### config.mk
export PLATFORM = sky130hd
export DESIGN_NAME = cut_cycle_sequencer_with_button_menu
export DESIGN_NICKNAME = d
export VERILOG_FILES = /design/src/hw/rtl/ccsbm_pkg.sv /design/src/hw/rtl/ccsbm_button.sv /design/src/hw/rtl/ccsbm_cut_seq.sv /design/src/hw/rtl/cut_cycle_sequencer_with_button_menu.sv
export SDC_FILE = /design/constraint.sdc
export NUM_CORES = 1
export LEC_CHECK = 0
export ABC_AREA = 1
export BUFFER_PORTS_ARGS = -buffer_cell sky130_fd_sc_hd__buf_2
export CAP_MARGIN = 20
export CORE_MARGIN = 4
export CORE_UTILIZATION = 44
export DETAILED_ROUTE_END_ITERATION = 8
export GPL_TIMING_DRIVEN = 0
export PLACE_DENSITY_LB_ADDON = 0.12
export SYNTH_ARGS = -nofsm -noshare
export SYNTH_HDL_FRONTEND = slang
export SYNTH_SLANG_ARGS = --single-unit
### constraint.sdc
create_clock -name clk -period 27.7 [get_ports clk]
set_input_delay 4.155 -clock clk [delete_from_list [all_inputs] [get_ports clk]]
set_output_delay 4.155 -clock clk [all_outputs]
set_load 0.01 [all_outputs]
### src/hw/rtl/ccsbm_pkg.sv
// Shared types and constants for the cut cycle sequencer with button menu.
// Holds the register map, the reset values and the state structs.
// No dependencies.
package ccsbm_pkg;

  localparam int CfgIdxW  = 3;
  localparam int CfgDataW = 16;

  localparam logic [CfgIdxW-1:0] CFG_DEBOUNCE_MS   = 3'd0;
  localparam logic [CfgIdxW-1:0] CFG_LONG_PRESS_MS = 3'd1;
  localparam logic [CfgIdxW-1:0] CFG_FEED_MS_UNIT  = 3'd2;
  localparam logic [CfgIdxW-1:0] CFG_SERVO_HOLD_MS = 3'd3;
  localparam logic [CfgIdxW-1:0] CFG_CUT_POSITION  = 3'd4;
  localparam logic [CfgIdxW-1:0] CFG_REST_POSITION = 3'd5;
  localparam logic [CfgIdxW-1:0] CFG_LENGTH_MAX    = 3'd6;
  localparam logic [CfgIdxW-1:0] CFG_QUANTITY_MAX  = 3'd7;

  localparam logic [15:0] DEBOUNCE_MS_RST   = 16'd50;
  localparam logic [15:0] LONG_PRESS_MS_RST = 16'd1000;
  localparam logic [7:0]  FEED_MS_UNIT_RST  = 8'd30;
  localparam logic [15:0] SERVO_HOLD_MS_RST = 16'd500;
  localparam logic [7:0]  CUT_POSITION_RST  = 8'd20;
  localparam logic [7:0]  REST_POSITION_RST = 8'd9;
  localparam logic [5:0]  LENGTH_MAX_RST    = 6'd20;
  localparam logic [5:0]  QUANTITY_MAX_RST  = 6'd50;

  // Lowest value of the length and quantity settings, and the quantity step.
  localparam logic [5:0] SETTING_MIN   = 6'd5;
  localparam logic [5:0] QUANTITY_STEP = 6'd5;

  localparam logic [1:0] PAGE_START    = 2'd0;
  localparam logic [1:0] PAGE_LENGTH   = 2'd1;
  localparam logic [1:0] PAGE_QUANTITY = 2'd2;

  typedef enum logic [1:0] {
    PH_START,
    PH_FEED,
    PH_CUT,
    PH_LIFT
  } cut_phase_t;

  typedef struct packed {
    logic [15:0] debounce_ms;
    logic [15:0] long_press_ms;
    logic [7:0]  feed_ms_per_unit;
    logic [15:0] servo_hold_ms;
    logic [7:0]  cut_position;
    logic [7:0]  rest_position;
    logic [5:0]  length_max;
    logic [5:0]  quantity_max;
  } cfg_t;

  typedef struct packed {
    logic [31:0] key_time;
    logic        pressed;
    logic        long_press;
    logic [1:0]  page;
  } key_st_t;

  typedef struct packed {
    logic       run;
    logic [5:0] length;
    logic [5:0] quantity;
    logic [5:0] preset;
    logic       stopped;
    logic       pause_phase;
  } menu_st_t;

  typedef struct packed {
    cut_phase_t  phase;
    logic [31:0] phase_start;
    logic        motor;
    logic        pwm;
    logic [7:0]  compare;
  } seq_st_t;

endpackage

### src/hw/rtl/ccsbm_button.sv
// Debounce, long-press page stepping and short-press menu actions.
// Combinational; depends on ccsbm_pkg.
module ccsbm_button import ccsbm_pkg::*; (
  input  logic [31:0] now,
  input  logic        level,
  input  cfg_t        cfg,
  input  key_st_t     key_cur,
  input  menu_st_t    menu_cur,
  output key_st_t     key_nxt,
  output menu_st_t    menu_nxt
);

  logic [31:0] elapsed;
  logic        deb_over;
  logic        long_over;
  logic [6:0]  len_inc;
  logic [6:0]  qty_inc;

  assign elapsed   = now - key_cur.key_time;
  assign deb_over  = elapsed > {16'd0, cfg.debounce_ms};
  assign long_over = elapsed > {16'd0, cfg.long_press_ms};
  assign len_inc   = {1'b0, menu_cur.length} + 7'd1;
  assign qty_inc   = {1'b0, menu_cur.quantity} + {1'b0, QUANTITY_STEP};

  always_comb begin
    key_nxt  = key_cur;
    menu_nxt = menu_cur;
    priority if (!level && !key_cur.pressed && deb_over) begin
      key_nxt.pressed    = 1'b1;
      key_nxt.long_press = 1'b0;
      key_nxt.key_time   = now;
    end else if (!level && !key_cur.long_press && long_over) begin
      key_nxt.long_press = 1'b1;
      key_nxt.page       = (key_cur.page >= PAGE_QUANTITY) ? PAGE_START
                                                           : key_cur.page + 2'd1;
    end else if (level && key_cur.pressed && deb_over) begin
      key_nxt.pressed  = 1'b0;
      key_nxt.key_time = now;
      if (!key_cur.long_press) begin
        unique case (key_cur.page)
          PAGE_START: begin
            menu_nxt.run = !menu_cur.run;
            if (!menu_cur.run) begin
              menu_nxt.stopped     = 1'b0;
              menu_nxt.pause_phase = 1'b0;
            end
          end
          PAGE_LENGTH: begin
            menu_nxt.length = (len_inc > {1'b0, cfg.length_max}) ? SETTING_MIN
                                                                 : len_inc[5:0];
          end
          PAGE_QUANTITY: begin
            menu_nxt.quantity = (qty_inc > {1'b0, cfg.quantity_max}) ? SETTING_MIN
                                                                     : qty_inc[5:0];
            menu_nxt.preset   = menu_nxt.quantity;
          end
          default: begin
          end
        endcase
      end
    end
  end

endmodule

### src/hw/rtl/ccsbm_cut_seq.sv
// Feed, cut and lift sequencer and the pause sequence.
// Combinational; depends on ccsbm_pkg.
module ccsbm_cut_seq import ccsbm_pkg::*; (
  input  logic [31:0] now,
  input  cfg_t        cfg,
  input  menu_st_t    menu_cur,
  input  seq_st_t     seq_cur,
  output menu_st_t    menu_nxt,
  output seq_st_t     seq_nxt
);

  logic [31:0] elapsed;
  logic [13:0] feed_time;
  logic        feed_done;
  logic        hold_done;
  logic        active;
  cut_phase_t  phase_nxt;

  assign elapsed   = now - seq_cur.phase_start;
  assign feed_time = 14'(menu_cur.length) * 14'(cfg.feed_ms_per_unit);
  assign feed_done = elapsed > {18'd0, feed_time};
  assign hold_done = elapsed > {16'd0, cfg.servo_hold_ms};
  assign active    = menu_cur.run;

  // Next phase.
  always_comb begin
    phase_nxt = seq_cur.phase;
    if (!active) begin
      if (!menu_cur.stopped) begin
        phase_nxt = PH_START;
      end
    end else begin
      unique case (seq_cur.phase)
        PH_START: phase_nxt = PH_FEED;
        PH_FEED:  phase_nxt = feed_done ? PH_CUT : PH_FEED;
        PH_CUT:   phase_nxt = hold_done ? PH_LIFT : PH_CUT;
        PH_LIFT:  phase_nxt = hold_done ? PH_START : PH_LIFT;
        default:  phase_nxt = PH_START;
      endcase
    end
  end

  // Drives, timers and piece count.
  always_comb begin
    menu_nxt      = menu_cur;
    seq_nxt       = seq_cur;
    seq_nxt.phase = phase_nxt;
    if (active) begin
      unique case (seq_cur.phase)
        PH_START: begin
          seq_nxt.phase_start = now;
          seq_nxt.motor       = 1'b1;
        end
        PH_FEED: begin
          if (feed_done) begin
            seq_nxt.motor       = 1'b0;
            seq_nxt.phase_start = now;
            seq_nxt.pwm         = 1'b1;
            seq_nxt.compare     = cfg.cut_position;
          end
        end
        PH_CUT: begin
          if (hold_done) begin
            seq_nxt.compare     = cfg.rest_position;
            seq_nxt.phase_start = now;
          end
        end
        PH_LIFT: begin
          if (hold_done) begin
            seq_nxt.pwm = 1'b0;
            if (menu_cur.quantity <= 6'd1) begin
              menu_nxt.quantity = menu_cur.preset;
              menu_nxt.run      = 1'b0;
            end else begin
              menu_nxt.quantity = menu_cur.quantity - 6'd1;
            end
          end
        end
        default: begin
        end
      endcase
    end else if (!menu_cur.stopped) begin
      if (!menu_cur.pause_phase) begin
        seq_nxt.motor        = 1'b0;
        seq_nxt.phase_start  = now;
        seq_nxt.compare      = cfg.rest_position;
        menu_nxt.pause_phase = 1'b1;
      end else if (hold_done) begin
        seq_nxt.pwm          = 1'b0;
        menu_nxt.pause_phase = 1'b0;
        menu_nxt.stopped     = 1'b1;
      end
    end
  end

endmodule

### src/hw/rtl/cut_cycle_sequencer_with_button_menu.sv
// Cut cycle sequencer with a one-button menu: top level with all state registers.
// Uses ccsbm_pkg, ccsbm_button and ccsbm_cut_seq.
// Path: an accepted tick beat is held in the input register, then placed in the state/result registers.
// Throughput: one tick beat per cycle; the input register and the state/result
// registers advance together whenever the result slot is empty or being taken.
// Reset: synchronous active-low rst_n restores all settings and all state but the held button sample to their defaults.
module cut_cycle_sequencer_with_button_menu import ccsbm_pkg::*; (
  input  logic                clk,
  input  logic                rst_n,
  input  logic                cfg_wr_en,
  input  logic [CfgIdxW-1:0]  cfg_index,
  input  logic [CfgDataW-1:0] cfg_wdata,
  input  logic                in_valid,
  output logic                in_stall,
  input  logic                in_button_level,
  output logic                out_valid,
  input  logic                out_stall,
  output logic                out_motor_on,
  output logic                out_servo_enabled,
  output logic [7:0]          out_servo_compare,
  output logic                out_status_led,
  output logic                out_running,
  output logic [1:0]          out_menu_page,
  output logic [5:0]          out_length_setting,
  output logic [5:0]          out_quantity_left
);

  // Configuration registers.
  cfg_t cfg_r;

  // Input stage: one button sample waiting for the update stage.
  logic in_valid_r;
  logic level_r;

  // Tick state. These registers also serve as the result register, so they only
  // move when a beat can be placed in the result slot.
  logic [31:0] now_r;
  key_st_t     key_r;
  menu_st_t    menu_r;
  seq_st_t     seq_r;
  logic        led_r;
  logic        out_valid_r;

  logic        advance;
  logic        in_take;
  logic [31:0] now_nxt;
  key_st_t     key_nxt;
  menu_st_t    menu_btn;
  menu_st_t    menu_nxt;
  seq_st_t     seq_nxt;

  // The update stage fires when a sample is held and the result slot is free
  // or being emptied in this cycle.
  assign advance  = in_valid_r && (!out_valid_r || !out_stall);
  assign in_stall = in_valid_r && !advance;
  assign in_take  = in_valid && !in_stall;

  // Every tick first moves the millisecond clock on by one.
  assign now_nxt = now_r + 32'd1;

  ccsbm_button u_button (
    .now      (now_nxt),
    .level    (level_r),
    .cfg      (cfg_r),
    .key_cur  (key_r),
    .menu_cur (menu_r),
    .key_nxt  (key_nxt),
    .menu_nxt (menu_btn)
  );

  // The cut sequencer sees the menu state after this tick's button action.
  ccsbm_cut_seq u_cut_seq (
    .now      (now_nxt),
    .cfg      (cfg_r),
    .menu_cur (menu_btn),
    .seq_cur  (seq_r),
    .menu_nxt (menu_nxt),
    .seq_nxt  (seq_nxt)
  );

  always_ff @(posedge clk) begin
    if (!rst_n) begin
      cfg_r.debounce_ms      <= DEBOUNCE_MS_RST;
      cfg_r.long_press_ms    <= LONG_PRESS_MS_RST;
      cfg_r.feed_ms_per_unit <= FEED_MS_UNIT_RST;
      cfg_r.servo_hold_ms    <= SERVO_HOLD_MS_RST;
      cfg_r.cut_position     <= CUT_POSITION_RST;
      cfg_r.rest_position    <= REST_POSITION_RST;
      cfg_r.length_max       <= LENGTH_MAX_RST;
      cfg_r.quantity_max     <= QUANTITY_MAX_RST;
    end else if (cfg_wr_en) begin
      unique case (cfg_index)
        CFG_DEBOUNCE_MS:   cfg_r.debounce_ms      <= cfg_wdata;
        CFG_LONG_PRESS_MS: cfg_r.long_press_ms    <= cfg_wdata;
        CFG_FEED_MS_UNIT:  cfg_r.feed_ms_per_unit <= cfg_wdata[7:0];
        CFG_SERVO_HOLD_MS: cfg_r.servo_hold_ms    <= cfg_wdata;
        CFG_CUT_POSITION:  cfg_r.cut_position     <= cfg_wdata[7:0];
        CFG_REST_POSITION: cfg_r.rest_position    <= cfg_wdata[7:0];
        CFG_LENGTH_MAX:    cfg_r.length_max       <= cfg_wdata[5:0];
        CFG_QUANTITY_MAX:  cfg_r.quantity_max     <= cfg_wdata[5:0];
        default: begin
        end
      endcase
    end
  end

  always_ff @(posedge clk) begin
    if (!rst_n) begin
      in_valid_r <= 1'b0;
    end else if (in_take) begin
      in_valid_r <= 1'b1;
    end else if (advance) begin
      in_valid_r <= 1'b0;
    end
  end

  always_ff @(posedge clk) begin
    if (in_take) begin
      level_r <= in_button_level;
    end
  end

  always_ff @(posedge clk) begin
    if (!rst_n) begin
      out_valid_r <= 1'b0;
    end else if (advance) begin
      out_valid_r <= 1'b1;
    end else if (!out_stall) begin
      out_valid_r <= 1'b0;
    end
  end

  // All tick state is control state here, so all of it is reset.
  always_ff @(posedge clk) begin
    if (!rst_n) begin
      now_r               <= 32'd0;
      key_r.key_time      <= 32'd0;
      key_r.pressed       <= 1'b0;
      key_r.long_press    <= 1'b0;
      key_r.page          <= PAGE_START;
      menu_r.run          <= 1'b0;
      menu_r.length       <= SETTING_MIN;
      menu_r.quantity     <= SETTING_MIN;
      menu_r.preset       <= SETTING_MIN;
      menu_r.stopped      <= 1'b0;
      menu_r.pause_phase  <= 1'b0;
      seq_r.phase         <= PH_START;
      seq_r.phase_start   <= 32'd0;
      seq_r.motor         <= 1'b0;
      seq_r.pwm           <= 1'b0;
      seq_r.compare       <= 8'd0;
      led_r               <= 1'b1;
    end else if (advance) begin
      now_r  <= now_nxt;
      key_r  <= key_nxt;
      menu_r <= menu_nxt;
      seq_r  <= seq_nxt;
      // The lamp follows the run flag as it stands after the button action,
      // before the cut sequencer may end the run.
      led_r  <= !menu_btn.run;
    end
  end

  assign out_valid          = out_valid_r;
  assign out_motor_on       = seq_r.motor;
  assign out_servo_enabled  = seq_r.pwm;
  assign out_servo_compare  = seq_r.compare;
  assign out_status_led     = led_r;
  assign out_running        = menu_r.run;
  assign out_menu_page      = key_r.page;
  assign out_length_setting = menu_r.length;
  assign out_quantity_left  = menu_r.quantity;

endmodule

==> impl_results.md <==
- Post-DP HPWL: 45900 um
- Nets: 3093
- Fin worst setup slack: 15500 ps
- Final Slew Violations: 0
- Post-Syn Area: 18100 um2
- I/O Pins: 53
- Routed WL: ~56000 um
- 1st-pass router iterations: 6
- Area of the multi-input gates: 11200 um2
- Die H: 211 um
- Worst Path Class, Setup: reg2reg
- Grt ovf: 0
- I/O Buffers: 49
- Peak VDD IR: 0.0000431 V
- Synth top area cells: dfxtp_1, nand2_1, ha_1, inv_1, a21oi_1
- Area leader, netlist: dfxtp_1
- Root cell of the clock tree: clkbuf_16
- Number of max-cap violations: 0
- Startpoint Class: register
- Antenna diodes: 0
- First-pass GRT wire length: between 80000 and 90000 um
- Vias/cell: 5.19
- Worst stage delay on the critical path: 850 ps
- CTS Buf Count: 27
- Library cells used by synthesis: 57
- Crit path DAT: 12640 ps
- YS warnings: 0
- Slew @ Worst Pin: between 1000 and 1500 ps
- Global Route Usage Sum: 24.7%
- Fmax achieved: 82.0 MHz
- Most used cell along the critical path: nand2_1
- FF+latch count, synth: approximately 220
- Hold_buf cts: 0
- Status: complete, no violations
- Most common cell after layout, fill and taps aside: nand2_1
- Final worst path period need: 12200 ps
- Post-route clock period utilization: 44.0%
- Share of cells above drive strength 1: around 7%
- Placeable Area: 40200 um2
- Final setup TNS: 0 ps
- Hold Vio Cnt, Final: 0
- Post-Syn Instances: 2800
- DRC Markers: 0
- DIE AREA: 44400 um2
- Slowest-stage cell, CP: o21ai_1
- Worst-path clk slew: 60 ps
- Die X: about 210 um
- H-tree Lvls: 1
- Placed cell count: 3374
- Worst min-delay path category: reg2reg
- Final instance area: between 15000 and 20000 um2
- Register area: 4430 um2
- Drt wl/cell: 16.4 um
- DP Worst Slack: 15660 ps
- Layout Cells excl Fill: between 3000 and 4000
- CP Capture Type: register
- Lkg Pwr: between 10 and 15 nW
- TritonCTS clock tree: built
- Post-cts resize count: 0
- Clock Latency Late Sink: a little under 600 ps
- Clock Skew: roughly 35 ps
- Post-Syn Area per Cell: 6.45 um2
- Initial antenna violation count: 1
- Cell Pwr Density: 62.1 nW/um2
- # fillers: 4292
- Final setup viols: 0
- Top-area cell type share of the netlist area: 24.4%
- Slew HR: approximately a quarter
- Initial Util: 45.0%
- Total number of vias: 17738
- Most frequent cells in the layout: nand2_1, inv_1, nor2_1
- 1st-iter DRT viols: between 1000 and 1500
- Worst-path fanout max: 10
- RSZ-0062 raised after global routing: false
- Area Growth Syn to Fin: 9.95%
- Number of global-route vias before repair: about 16000
- Clock sinks: between 200 and 250
- Register area share after synthesis: 24.5%
- Final GP Congestion: 0.960
- Area after DPL: 19000 um2
- Mapped Nets: ~3000
- CP required: 28140 ps
- Largest net degree at the start of global routing: 15
- ANT nets after route: 0
- Post-CTS Setup Inserts: 0
- Site Rows: 73
- CTS Buffer Depth: 3
-- flip-flops by register name, summed over array words and instances, names as in the netlist, 2 cells and up --
register	cells
cfg_r	84
out_length_setting	6
now_r	32
out_quantity_left	6
menu_r	8
out_menu_page	2
seq_r	34
key_r	34
out_servo_compare	8
-- layer usage --
metal  vias to the layer above  part of all wire, %  GRT usage (%)
met4                         0                  2.6           6.04
li1                       9089                    -              -
met3                        78                  5.0           2.61
met1                      8186                   46           34.0
met2                       385                   46           41.8
met5                         -                    0              0
-- path summary, 6_finish.rpt --
check	startpoint	endpoint	slack, ps	cells after the start
setup / recovery	now_r[0]	seq_r[38]	15500	61
setup reg to reg	now_r[0]	seq_r[38]	15500	61
hold reg to reg	cfg_r[26]	cfg_r[26]	450	2
hold / removal	cfg_r[26]	cfg_r[26]	450	2
-- final cells by class --
type                    count  area share [%]
inverters                 508            9.63
clock buffers              36            3.77
clock inverters            10           0.731
well taps                 525            3.31
repair buffers             49            1.23
multi-input cells        1981            56.5
flip-flops and latches    221            22.3
plain buffers              90            2.48
-- through the flow --
stage                     power (mW)  hold WS [ps]  utilization (%)
after floorplan                0.730           425                -
after global placement         0.855           440             47.2
after detailed placement       0.867           441             47.2
after CTS                       1.24           450             49.4
after global routing            1.33           462             49.4
final                           1.23           449             49.4
-- report_power, final --
group / internal, mW / leakage (nW) / total, mW / switching (mW)
Combinational: 0.177 / 7.80 / 0.520 / 0.342
Clock: 0.217 / 0.436 / 0.366 / 0.149
Sequential: 0.336 / 1.81 / 0.347 / 0.0113
-- critical path: cells and delay by family (launching register included) --
family | cells | cell delay, ps
simple gates | 28 | 3300
fa+ha+maj | 8 | 3200
compound gates | 12 | 3090
buf+inv | 10 | 1060
xor+xnor | 3 | 840
flops | 1 | 510
-- cells in the mapped netlist, drive strengths merged --
master     n
edfxtp     1
a21o      11
o31ai      2
o41ai      1
a22oi      4
nor3      24
nand4     38
nand3    135
a21oi    280
xor2      67
and2       5
nor4       2
nor4b      1
nand3b    18
o211ai    29
o22ai      1
o221ai     2
fa        27
and3       3
o21a       8
o21bai    11
nor2     307
buf       44
a211oi     4
dfxtp    220
xnor2      7
mux2i      1
a21boi     2
ha       163
o21ai    199
or2        3
clkinv     3
nand2    622
clkbuf    46
a31oi      1
inv      505
nor3b      1
o2111ai    2
-- cell families (layout without fill, tap and decap cells) --
kind of cell | Yosys count | after routing | synth area share, %
flip-flops | 221 | 221 | 24.5
AND/OR/NAND/NOR | 1159 | 1159 | 27.6
multiplexers | 1 | 1 | 0.0554
XOR/XNOR | 74 | 74 | 3.59
adder cells (fa/ha/maj) | 190 | 190 | 14.3
buffers and inverters | 598 | 693 | 13.3
AO/OA/AOI/OAI | 557 | 557 | 16.6
(Power assumes the default switching activity.)
